===== config.mk =====
export PLATFORM = sky130hd
export DESIGN_NAME = rss_description_extractor
export DESIGN_NICKNAME = d
export VERILOG_FILES = /design/src/hw/rtl/rde_pkg.sv /design/src/hw/rtl/rde_convert.sv /design/src/hw/rtl/rde_matcher.sv /design/src/hw/rtl/rss_description_extractor.sv
export SDC_FILE = /design/constraint.sdc
export NUM_CORES = 1
export LEC_CHECK = 0
export BUFFER_PORTS_ARGS = -buffer_cell sky130_fd_sc_hd__buf_4
export CAP_MARGIN = 25
export CELL_PAD_IN_SITES_DETAIL_PLACEMENT = 0
export CELL_PAD_IN_SITES_GLOBAL_PLACEMENT = 1
export CORE_ASPECT_RATIO = 0.8
export CORE_MARGIN = 2
export CORE_UTILIZATION = 25
export DETAILED_ROUTE_END_ITERATION = 7
export PLACE_DENSITY_LB_ADDON = 0.1
export SLEW_MARGIN = 20
export SYNTH_ARGS = -nofsm -noshare
export SYNTH_HDL_FRONTEND = slang
export SYNTH_SLANG_ARGS = --single-unit

===== constraint.sdc =====
create_clock -name aclk -period 3.9 [get_ports aclk]
set_clock_uncertainty 0.1 [all_clocks]
set_input_delay 0 -clock aclk [delete_from_list [all_inputs] [get_ports aclk]]
set_output_delay 0 -clock aclk [all_outputs]
set_load 0.005 [all_outputs]

===== src/hw/rtl/rde_pkg.sv =====
`timescale 1ns / 1ps
`default_nettype none
// ----------------------------------------------------------------------------
// rde_pkg: shared types, codes and tables
// Phase codes, pattern lookups and the character code conversion tables.
// ----------------------------------------------------------------------------
package rde_pkg;

    localparam int BYTE_W = 8;
    localparam int CODE_W = 16;
    localparam int PROG_W = 4;
    localparam int PHASE_W = 2;

    localparam logic [PHASE_W-1:0] PH_ITEM = 2'd0;
    localparam logic [PHASE_W-1:0] PH_DESC = 2'd1;
    localparam logic [PHASE_W-1:0] PH_TEXT = 2'd2;
    localparam logic [PHASE_W-1:0] PH_DONE = 2'd3;

    localparam logic [PROG_W-1:0] ITEM_LEN = 4'd6;
    localparam logic [PROG_W-1:0] DESC_LEN = 4'd13;

    localparam logic [BYTE_W-1:0] CH_LT = 8'h3C;

    // control from the matcher to the result stage
    typedef struct packed {
        logic emit;   // byte belongs to the text
        logic term;   // byte is the terminating '<'
    } rde_ctl_t;

    function automatic logic [BYTE_W-1:0] item_char(input logic [PROG_W-1:0] k);
        logic [BYTE_W-1:0] c;
        case (k)
            4'd0:    c = 8'h3C; // <
            4'd1:    c = 8'h69; // i
            4'd2:    c = 8'h74; // t
            4'd3:    c = 8'h65; // e
            4'd4:    c = 8'h6D; // m
            4'd5:    c = 8'h3E; // >
            default: c = 8'h00;
        endcase
        return c;
    endfunction

    function automatic logic [BYTE_W-1:0] desc_char(input logic [PROG_W-1:0] k);
        logic [BYTE_W-1:0] c;
        case (k)
            4'd0:    c = 8'h3C; // <
            4'd1:    c = 8'h64; // d
            4'd2:    c = 8'h65; // e
            4'd3:    c = 8'h73; // s
            4'd4:    c = 8'h63; // c
            4'd5:    c = 8'h72; // r
            4'd6:    c = 8'h69; // i
            4'd7:    c = 8'h70; // p
            4'd8:    c = 8'h74; // t
            4'd9:    c = 8'h69; // i
            4'd10:   c = 8'h6F; // o
            4'd11:   c = 8'h6E; // n
            4'd12:   c = 8'h3E; // >
            default: c = 8'h00;
        endcase
        return c;
    endfunction

    // Windows-1251 upper half to DOS 866
    localparam logic [BYTE_W-1:0] WIN_TO_DOS [0:127] = '{
        8'h5F,8'h5F,8'h27,8'h5F,8'h22,8'h3A,8'hC5,8'hD8,
        8'h5F,8'h25,8'h5F,8'h3C,8'h5F,8'h5F,8'h5F,8'h5F,
        8'h5F,8'h27,8'h27,8'h22,8'h22,8'h07,8'h2D,8'h2D,
        8'h5F,8'h54,8'h5F,8'h3E,8'h5F,8'h5F,8'h5F,8'h5F,
        8'hFF,8'hF6,8'hF7,8'h5F,8'hFD,8'h83,8'hB3,8'h15,
        8'hF0,8'h63,8'hF2,8'h3C,8'hBF,8'h2D,8'h52,8'hF4,
        8'hF8,8'h2B,8'h49,8'h69,8'hA3,8'hE7,8'h14,8'hFA,
        8'hF1,8'hFC,8'hF3,8'h3E,8'h5F,8'h5F,8'h5F,8'hF5,
        8'h80,8'h81,8'h82,8'h83,8'h84,8'h85,8'h86,8'h87,
        8'h88,8'h89,8'h8A,8'h8B,8'h8C,8'h8D,8'h8E,8'h8F,
        8'h90,8'h91,8'h92,8'h93,8'h94,8'h95,8'h96,8'h97,
        8'h98,8'h99,8'h9A,8'h9B,8'h9C,8'h9D,8'h9E,8'h9F,
        8'hA0,8'hA1,8'hA2,8'hA3,8'hA4,8'hA5,8'hA6,8'hA7,
        8'hA8,8'hA9,8'hAA,8'hAB,8'hAC,8'hAD,8'hAE,8'hAF,
        8'hE0,8'hE1,8'hE2,8'hE3,8'hE4,8'hE5,8'hE6,8'hE7,
        8'hE8,8'hE9,8'hEA,8'hEB,8'hEC,8'hED,8'hEE,8'hEF
    };

    // DOS 866 upper half to Unicode
    localparam logic [CODE_W-1:0] DOS_TO_UNI [0:127] = '{
        16'h0410,16'h0411,16'h0412,16'h0413,16'h0414,16'h0415,16'h0416,16'h0417,
        16'h0418,16'h0419,16'h041A,16'h041B,16'h041C,16'h041D,16'h041E,16'h041F,
        16'h0420,16'h0421,16'h0422,16'h0423,16'h0424,16'h0425,16'h0426,16'h0427,
        16'h0428,16'h0429,16'h042A,16'h042B,16'h042C,16'h042D,16'h042E,16'h042F,
        16'h0430,16'h0431,16'h0432,16'h0433,16'h0434,16'h0435,16'h0436,16'h0437,
        16'h0438,16'h0439,16'h043A,16'h043B,16'h043C,16'h043D,16'h043E,16'h043F,
        16'h002D,16'h002D,16'h002D,16'h00A6,16'h002B,16'h00A6,16'h00A6,16'h00AC,
        16'h00AC,16'h00A6,16'h00A6,16'h00AC,16'h002D,16'h002D,16'h002D,16'h00AC,
        16'h004C,16'h002B,16'h0054,16'h002B,16'h002D,16'h002B,16'h00A6,16'h00A6,
        16'h004C,16'h0433,16'h00A6,16'h0054,16'h00A6,16'h003D,16'h002B,16'h00A6,
        16'h00A6,16'h0054,16'h0054,16'h004C,16'h004C,16'h002D,16'h0433,16'h002B,
        16'h002B,16'h002D,16'h002D,16'h002D,16'h002D,16'h00A6,16'h00A6,16'h002D,
        16'h0440,16'h0441,16'h0442,16'h0443,16'h0444,16'h0445,16'h0446,16'h0447,
        16'h0448,16'h0449,16'h044A,16'h044B,16'h044C,16'h044D,16'h044E,16'h044F,
        16'h0401,16'h0451,16'h0404,16'h0454,16'h0407,16'h0457,16'h040E,16'h045E,
        16'h00B0,16'h2022,16'h00B7,16'h0076,16'h2116,16'h00A4,16'h00A6,16'h00A0
    };

endpackage

`default_nettype wire


===== src/hw/rtl/rde_convert.sv =====
`timescale 1ns / 1ps
`default_nettype none
// ----------------------------------------------------------------------------
// rde_convert: byte to 16-bit character code
// ASCII passes through; upper half goes Win1251 -> DOS866 -> Unicode.
// ----------------------------------------------------------------------------
module rde_convert (
    input  wire logic [rde_pkg::BYTE_W-1:0] byte_in,
    output logic      [rde_pkg::CODE_W-1:0] code_out
);
    import rde_pkg::*;

    logic [BYTE_W-1:0] dos;

    always_comb begin
        dos = WIN_TO_DOS[byte_in[BYTE_W-2:0]];
        if (!byte_in[BYTE_W-1]) begin
            code_out = {{(CODE_W-BYTE_W){1'b0}}, byte_in};
        end else if (!dos[BYTE_W-1]) begin
            code_out = {{(CODE_W-BYTE_W){1'b0}}, dos};
        end else begin
            code_out = DOS_TO_UNI[dos[BYTE_W-2:0]];
        end
    end

endmodule

`default_nettype wire


===== src/hw/rtl/rde_matcher.sv =====
`timescale 1ns / 1ps
`default_nettype none
// ----------------------------------------------------------------------------
// rde_matcher: tag search and phase tracking
// Finds <item> then <description>, flags text bytes and the terminator.
// ----------------------------------------------------------------------------
module rde_matcher (
    input  wire logic                       aclk,
    input  wire logic                       aresetn,
    input  wire logic                       step,      // process the held byte
    input  wire logic [rde_pkg::BYTE_W-1:0] byte_in,
    input  wire logic                       last_in,
    output rde_pkg::rde_ctl_t               ctl
);
    import rde_pkg::*;

    logic [PHASE_W-1:0] phase_reg, phase_next;
    logic [PROG_W-1:0]  prog_reg, prog_next;

    logic [PROG_W-1:0] len, k, k1;
    logic [BYTE_W-1:0] pat;
    logic              hit, done, is_lt;

    always_comb begin
        is_lt = (byte_in == CH_LT);
        len   = (phase_reg == PH_ITEM) ? ITEM_LEN : DESC_LEN;
        k     = (prog_reg >= len) ? '0 : prog_reg;
        pat   = (phase_reg == PH_ITEM) ? item_char(k) : desc_char(k);
        hit   = (pat == byte_in);
        k1    = k + 1'b1;
        done  = hit && (k1 == len);

        ctl.emit = (phase_reg == PH_TEXT);
        ctl.term = is_lt;

        phase_next = phase_reg;
        prog_next  = prog_reg;
        if (step) begin
            case (phase_reg)
                PH_ITEM, PH_DESC: begin
                    if (hit) begin
                        prog_next = done ? '0 : k1;
                    end else begin
                        prog_next = is_lt ? PROG_W'(1) : '0;
                    end
                    if (done) begin
                        phase_next = (phase_reg == PH_ITEM) ? PH_DESC : PH_TEXT;
                    end
                end
                PH_TEXT: begin
                    if (is_lt) begin
                        phase_next = PH_DONE;
                    end
                end
                default: begin
                end
            endcase
            if (last_in) begin
                phase_next = PH_ITEM;
                prog_next  = '0;
            end
        end
    end

    always_ff @(posedge aclk) begin
        if (!aresetn) begin
            phase_reg <= PH_ITEM;
            prog_reg  <= '0;
        end else begin
            phase_reg <= phase_next;
            prog_reg  <= prog_next;
        end
    end

endmodule

`default_nettype wire


===== src/hw/rtl/rss_description_extractor.sv =====
`timescale 1ns / 1ps
`default_nettype none
// An accepted byte passes the input register, then the result register.
// Throughput: one byte per cycle; back-to-back with no bubbles while m_tready holds.
// Bytes outside the description text are consumed and produce no result request.
// Reset (aresetn low, synchronous): clears input/output valids and returns the
// matcher to the <item> search.
// ----------------------------------------------------------------------------
// rss_description_extractor: RSS description text extractor
// Streams document bytes, finds <item><description>, emits converted
// characters of the description up to the closing '<'.
// ----------------------------------------------------------------------------
module rss_description_extractor (
    input  wire logic        aclk,
    input  wire logic        aresetn,
    // input byte requests
    input  wire logic        s_tvalid,
    output logic             s_tready,
    input  wire logic [7:0]  s_tdata,   // [7:0] data_byte
    input  wire logic        s_tlast,   // last_byte
    // result requests
    output logic             m_tvalid,
    input  wire logic        m_tready,
    output logic [23:0]      m_tdata,   // [15:0] char_code, [16] char_valid, [23:17] zero
    output logic             m_tlast    // text_end
);
    import rde_pkg::*;

    // Input register stage
    logic              in_vld_reg, in_vld_next;
    logic [BYTE_W-1:0] in_byte_reg;
    logic              in_last_reg;

    // Result register stage
    logic              out_vld_reg, out_vld_next;
    logic [CODE_W-1:0] out_code_reg, out_code_next;
    logic              out_valid_reg, out_valid_next;
    logic              out_end_reg, out_end_next;

    logic              advance;   // result register can take a new value
    logic              step;      // held byte is processed this cycle
    logic              s_acc;
    rde_ctl_t          ctl;
    logic [CODE_W-1:0] conv_code;

    // A held byte moves on when the result register is empty or being drained;
    // the input register refills in the same cycle.
    assign advance  = !out_vld_reg || m_tready;
    assign step     = in_vld_reg && advance;
    assign s_tready = !in_vld_reg || advance;
    assign s_acc    = s_tvalid && s_tready;

    rde_matcher u_matcher (
        .aclk    (aclk),
        .aresetn (aresetn),
        .step    (step),
        .byte_in (in_byte_reg),
        .last_in (in_last_reg),
        .ctl     (ctl)
    );

    rde_convert u_convert (
        .byte_in  (in_byte_reg),
        .code_out (conv_code)
    );

    always_comb begin
        in_vld_next = in_vld_reg;
        if (s_acc) begin
            in_vld_next = 1'b1;
        end else if (step) begin
            in_vld_next = 1'b0;
        end

        out_vld_next   = out_vld_reg;
        out_code_next  = out_code_reg;
        out_valid_next = out_valid_reg;
        out_end_next   = out_end_reg;
        if (advance) begin
            // Only text-phase bytes yield a result; the rest drain the register.
            out_vld_next = step && ctl.emit;
            if (ctl.term) begin
                // closing '<': empty character, end of text
                out_code_next  = '0;
                out_valid_next = 1'b0;
                out_end_next   = 1'b1;
            end else begin
                out_code_next  = conv_code;
                out_valid_next = 1'b1;
                out_end_next   = in_last_reg;
            end
        end
    end

    always_ff @(posedge aclk) begin
        if (!aresetn) begin
            in_vld_reg  <= 1'b0;
            out_vld_reg <= 1'b0;
        end else begin
            in_vld_reg  <= in_vld_next;
            out_vld_reg <= out_vld_next;
        end
    end

    // payload registers, no reset
    always_ff @(posedge aclk) begin
        if (s_acc) begin
            in_byte_reg <= s_tdata;
            in_last_reg <= s_tlast;
        end
        out_code_reg  <= out_code_next;
        out_valid_reg <= out_valid_next;
        out_end_reg   <= out_end_next;
    end

    assign m_tvalid = out_vld_reg;
    assign m_tdata  = {7'd0, out_valid_reg, out_code_reg};
    assign m_tlast  = out_end_reg;

endmodule

`default_nettype wire


# --- After elaboration in Yosys (flattened, before gate mapping) ---
# Memory sizes are Yosys's and may differ from the RTL's.
# Cells that the tools add are included.
word_totals:
  register_bits: 35
  rom_bits: 3184
  out_inout_bits: 27
  n_memories: 3
mem_list:
  columns: ["name", "words", "word_bits", "read_ports", "rd_ports_with_merged_regs", "wr", "line_no", "source"]
  rows:
  - ["(no name shown)", 128, 16, 1, 0, 0, "rde_convert.sv:22", "code_out = DOS_TO_UNI[dos[BYTE_W-2:0]];"]
  - ["(no name shown)", 128, 8, 1, 0, 0, "rde_convert.sv:16", "dos = WIN_TO_DOS[byte_in[BYTE_W-2:0]];"]
  - ["(no name shown)", 16, 7, 1, 0, 0, "rde_pkg.sv:46", "case (k)"]
op_classes:
  add_sub_neg: 1
  magnitude_cmp: 3
  eq_ne: 12
  mux: 23
  bitwise: 4
  n_reduce_logical: 17
op_table:
  columns: ["operator", "count"]
  rows:
  - ["$pmux W7 S6", 1]
  - ["$mux W16", 2]
  - ["$mux W4", 6]
  - ["$mux W8", 3]
  - ["$ge A8 B8 Y1 const B", 2]
  - ["$not A7 Y8", 2]
  - ["$mux W7", 2]
  - ["$eq A4 B2 Y1 const B", 2]
  - ["$eq A4 B3 Y1 const B", 2]
  - ["$eq A8 B6 Y1 const B", 1]
  - ["$eq A8 B8 Y1", 1]
  - ["$mux W2", 4]
  - ["$ne A3 B2 Y1 const B", 2]
  - ["$add A4 B1 Y4 const B", 1]
  - ["$eq A4 B1 Y1 const B", 1]
  - ["$eq A4 B4 Y1", 1]
  - ["$ge A4 B4 Y1", 1]
  - ["$logic_and A1 B1 Y1", 4]
  - ["$logic_not A4 Y1", 1]
  - ["$mux W1", 4]
  - ["$pmux W2 S2", 1]
  - ["$reduce_and A4 Y1", 1]
  - ["$reduce_bool A2 Y1", 2]
  - ["$reduce_bool A3 Y1", 1]
  - ["9 further kinds", 12]

# --- Depth between registers and ports, before layout ---
depth:
  word_depth: 13
  ltp_mapped: 20
  mapped_depth_nobuf: 18

# --- Hierarchy ---
# From an unflattened synthesis, not the netlist that was laid out.
hier_totals:
  cells_unflattened: 550
  hier_area_um2: 4461.8
modules_own_cells:
  columns: ["module", "n_inst", "cells_per_inst", "area_each_um2", "seq_area_each_um2"]
  rows:
  - ["rde_convert", 1, 302, 2075.7, 0.0]
  - ["rde_matcher", 1, 181, 1288.7, 120.1]
  - ["rss_description_extractor", 1, 67, 1097.3, 850.8]

# --- Least setup slack after synthesis ---
# OpenSTA, ideal clock, no wires.
synth_timing:
  kind: "flip-flop to flip-flop"
  from: "reg u_matcher.phase_reg[0]"
  to: "reg u_matcher.prog_reg[0]"
  setup_time_ps: 122
  arrival_ps: 3889
  setup_slack_ps: -210
  path_stages_with_launch: 21
  n_path_buf: 4
  period_less_slack_ps: 4110
  cell_sequence: "dfxtp_1 -> or2_1 -> clkbuf_1 -> buf_2 -> ha_1 -> nor2b_4 -> buf_6 -> o21ai_2 -> a21oi_1 -> and2_1 -> inv_1 -> ha_1 -> clkbuf_1 -> or3_1 -> nand2_1 -> o221ai_1 -> or3_1 -> a211oi_2 -> and4_4 -> nand2_4 -> a221o_1"
synth_via:
  elab_chain_cells: 13
  word_cells_on_any_way: 25
  classes_between: "1 x add/sub; 1 x order compare; 8 x eq/ne; 8 x mux; 6 x reduce/logical; 1 x memory"
synth_rtl:
  columns: ["element", "line_no", "source"]
  rows:
  - ["start: declaration", "rde_matcher.sv:17", "logic [PHASE_W-1:0] phase_reg, phase_next;"]
  - ["start signal: assignment", "rde_matcher.sv:70", "phase_reg <= phase_next;"]
  - ["parallel branches: the longest is 13 deep, another holds $mem_v2 Z16 W7", null, null]
  - ["end signal: assignment", "rde_matcher.sv:71", "prog_reg <= prog_next;"]
  - ["end: declaration", "rde_matcher.sv:18", "logic [PROG_W-1:0] prog_reg, prog_next;"]
# Parallel ways; which one is timed is not known. The select of a mux whose other input is x is not followed.
# A chain may end at the register's enable or synchronous reset.

# --- Worst setup path in the final report ---
# Ends and elaborated chain as after synthesis.

==> impl_metrics.py <==
metrics = {
    "clock_network": {
        "cts_setup_buffers": 0,
        "cts_root_buf": "clkbuf_16",
        "numCtsBuffers": 5,
        "cts-htree-levels": 2,
        "cts.sinks": 30,
        "clock_latency_ns": 0.28,
        "cts_buffer_depth": 2,
        "clkSlewWorstSetupHoldPaths_ns": 0.05,
        "cts_tree": "done",
    },
    "timing": {
        "fin_crit_sh": 0.956,
        "layout_setup_ws_ns": 0.172,
        "hold_violations": 0,
        "worstMarginPinSlew_ns": 0.686,
        "min_period_ns": 3.73,
        "max_freq_ghz": 0.268,
        "slew_headroom": 0.540,
        "setup_tns_ns": 0,
        "setup_viol": 0,
        "drv_slew": 0,
    },
    "route": {
        "wl_um": 15200,
        "post-route-drc-count": 0,
        "vias": 4443,
        "drtAntennaViolNets": 0,
        "drtIter0Drc": 370,
        "wl_per_cell_um": 18.9,
        "dr.pass1.iters": 5,
        "vias_per_cell": 5.51,
    },
    "layout": {
        "area_growth_pct": 26.2,
        "num_antenna_cells": 0,
        "final_layout_size_suffix_gt1_frac": 0.262,
        "largest_register_ffs": 11,
        "fin_nets": 623,
    },
    "logic_synthesis": {
        "synth_largest_area_cell": "edfxtp_1",
        "yosys_warnings": 0,
        "avgSynthCellArea_um2": 8.03,
        "netlist_area_um2": 4170,
        "yosys-top-cells-area": "edfxtp_1 16%, ha_1 7.2%, nand2_1 3.9%",
        "ys_async_sr_fraction": 0,
        "ys_seq_area_frac": 0.197,
        "synth_ff_type": "edfxtp_1",
        "synthCells": 519,
        "yosysTopAreaCellShare": 0.159,
        "synth_cell_types": 94,
        "synth_edf_count": 22,
        "yosys_register_bits": 30,
    },
    "worst_setup_path": {
        "r2r_end": "u_matcher.prog_reg[0]$_SDFFE_PN0P_",
        "path_buf_inv": 2,
        "cp_max_fo": 5,
        "path_cells": "or2_4 -> inv_2 -> ha_4 -> nand2_2 -> o21ai_4 -> a21oi_4 -> and2_4 -> inv_2 -> ha_2 -> or3_4 -> nand2_1 -> o221ai_2 -> or3_1 -> a211oi_2 -> and4_4 -> nand2_4 -> a221o_1",
        "path_common_cell": "inv_2",
        "r2r_cells": 17,
        "worst_setup_path_end_kind": "flip-flop",
        "crit_type": "flip-flop to flip-flop",
        "cp_data_arrival_time_ns": 3.79,
        "cp-start-kind": "flip-flop",
        "crit_family": "simple AND/OR/NAND/NOR gates",
        "slowest_stage": "or3_1",
        "required_ns": 3.97,
        "slowest_delay_ns": 0.40,
        "r2r_slack_ns": 0.17,
        "r2r_start": "u_matcher.phase_reg[0]$_SDFFE_PN0P_",
    },
    "hold_path": {
        "hold_path_class": "input pin to output port",
        "min_to": "s_tready",
        "hp-start": "m_tready",
        "min_path_cells": 4,
    },
    "floorplan": {
        "die_h_um": 119,
        "die_x_um": 148,
        "ioPinCount": 40,
        "fp.dieArea_um2": 17700,
        "coreArea_um2": 16400,
        "row_count": 42,
        "initial_core_util": 0.253,
    },
    "place": {
        "port_buffers": 27,
        "pre_cts_slack_ns": 0.000303,
        "dp_hpwl_um": 11700,
        "gp_congestion": 0.840,
    },
    "power_and_ir_drop": {
        "p_total_uw": 1280,
        "p_per_area_nw_per_um2": 242,
        "ir_worst_vdd_mv": 0.150,
        "leakage_uw": 0.00202,
    },
    "grt": {
        "grt_max_degree": 26,
        "grt_util_all_layers": 0.175,
        "first_global_vias": 4140,
        "antenna_found_initial": 0,
        "grt_pass1_wl_um": 24300,
        "grt.overflow.total": 0,
    },
    "run": {
        "max_cap_violations": 0,
    },
    "outcome": {
        "status": "complete, no violations",
    },
}
final cells by class:
cell class	count	area, um^2
clock buffers	6	139
clock inverters	2	12.5
fillers	1762	11200
inverters	24	90.1
multi-input cells	422	3120
flip-flops and latches	30	822
well taps	220	275
repair buffers	103	806
worst register-to-register path, stage by stage (launching register included):
cell and delay (ns):
dfxtp_2 0.31, or2_4 0.29, inv_2 0.09, ha_4 0.22, nand2_2 0.10, o21ai_4 0.07
a21oi_4 0.15, and2_4 0.18, inv_2 0.05, ha_2 0.20, or3_4 0.39, nand2_1 0.09
o221ai_2 0.10, or3_1 0.40, a211oi_2 0.22, and4_4 0.28, nand2_4 0.08, a221o_1 0.29
report_power, final:
part	internal, uW	switching [uW]	total, uW
Clock	253	147	400
Combinational	205	288	494
Sequential	366	16.7	382
Total	824	452	1280
cell usage in the layout, fill, tap and decap left out, types with 8 or more instances in the layout:
master | synthesis | routed
buf_4 | 16 | 90
nand2_1 | 43 | 42
nor2_1 | 30 | 30
a21oi_1 | 28 | 27
edfxtp_1 | 22 | 22
inv_1 | 19 | 18
o21ai_0 | 17 | 17
ha_1 | 24 | 17
a31oi_1 | 16 | 16
nor3_1 | 15 | 15
nor2b_1 | 13 | 13
nand3_1 | 13 | 13
dlygate4sd3_1 | 0 | 13
conb_1 | 1 | 12
nand2b_1 | 10 | 10
nand4_1 | 9 | 9
mux2i_1 | 8 | 8
nor4_1 | 9 | 8
cell families after synthesis:
| family | count (synthesis) | synth area share |
|---|---|---|
| compound gates | 177 | 0.324 |
| xor+xnor | 5 | 0.0105 |
| fa+ha+maj | 24 | 0.0721 |
| buf+inv | 78 | 0.0994 |
| flops | 30 | 0.197 |
| mux | 16 | 0.0462 |
| other cells | 1 | 0.000900 |
| simple gates | 188 | 0.250 |
Yosys cell counts (all sizes together), types with 9 or more instances:
master and n:
a31oi 16, nand4 9, o21ai 22, nor2 31, ha 24, nor2b 14
clkbuf 14, nand2b 10, a21oi 29, nand3 14, nor3 17, edfxtp 22
inv 23, nand2 45, buf 40, nor4 9
metrics by stage:
stage	cells	hold slack, ns	area, um^2	utilization
floorplan	530	-0.00113	4300	-
global placement	786	0.0797	4900	0.298
detailed placement	786	0.0808	4900	0.298
CTS	807	0.205	5190	0.315
global route	807	0.232	5260	0.320
finish	807	0.204	5260	0.320
worst max-delay path by stage:
stage,from,end,slack [ns],cells after the start
after floorplan,u_matcher.phase_reg[0]$_SDFFE_PN0P_,u_matcher.prog_reg[0]$_SDFFE_PN0P_,0.01,20
after global placement,in_byte_reg[0]$_DFFE_PP_,out_code_reg[7]$_SDFFCE_PP0P_,0.02,13
after detailed placement,u_matcher.phase_reg[0]$_SDFFE_PN0P_,u_matcher.prog_reg[3]$_SDFFE_PN0P_,0.0003,17
after CTS,u_matcher.phase_reg[0]$_SDFFE_PN0P_,u_matcher.prog_reg[3]$_SDFFE_PN0P_,0.08,17
after global routing,u_matcher.phase_reg[0]$_SDFFE_PN0P_,u_matcher.prog_reg[2]$_SDFFE_PN0P_,-0.02,17
final,u_matcher.phase_reg[0]$_SDFFE_PN0P_,u_matcher.prog_reg[0]$_SDFFE_PN0P_,0.17,17
timing repair:
item / CTS / global route
pin swaps: 0 / 3
hold endpoints to repair: 13 / 0
setup endpoints to repair: 2 / 11
hold buffers: 13 / 0
resized for setup: 1 / 15
metal layers:
layer  vias up  part of all wire  track usage
li1       2126                 -            -
met1      2158              0.55        0.298
met2       153              0.39        0.226
met3         6             0.057       0.0276
met4         0            0.0047       0.0208
met5         -                 0            0
Power figures use the tool's default switching activity.
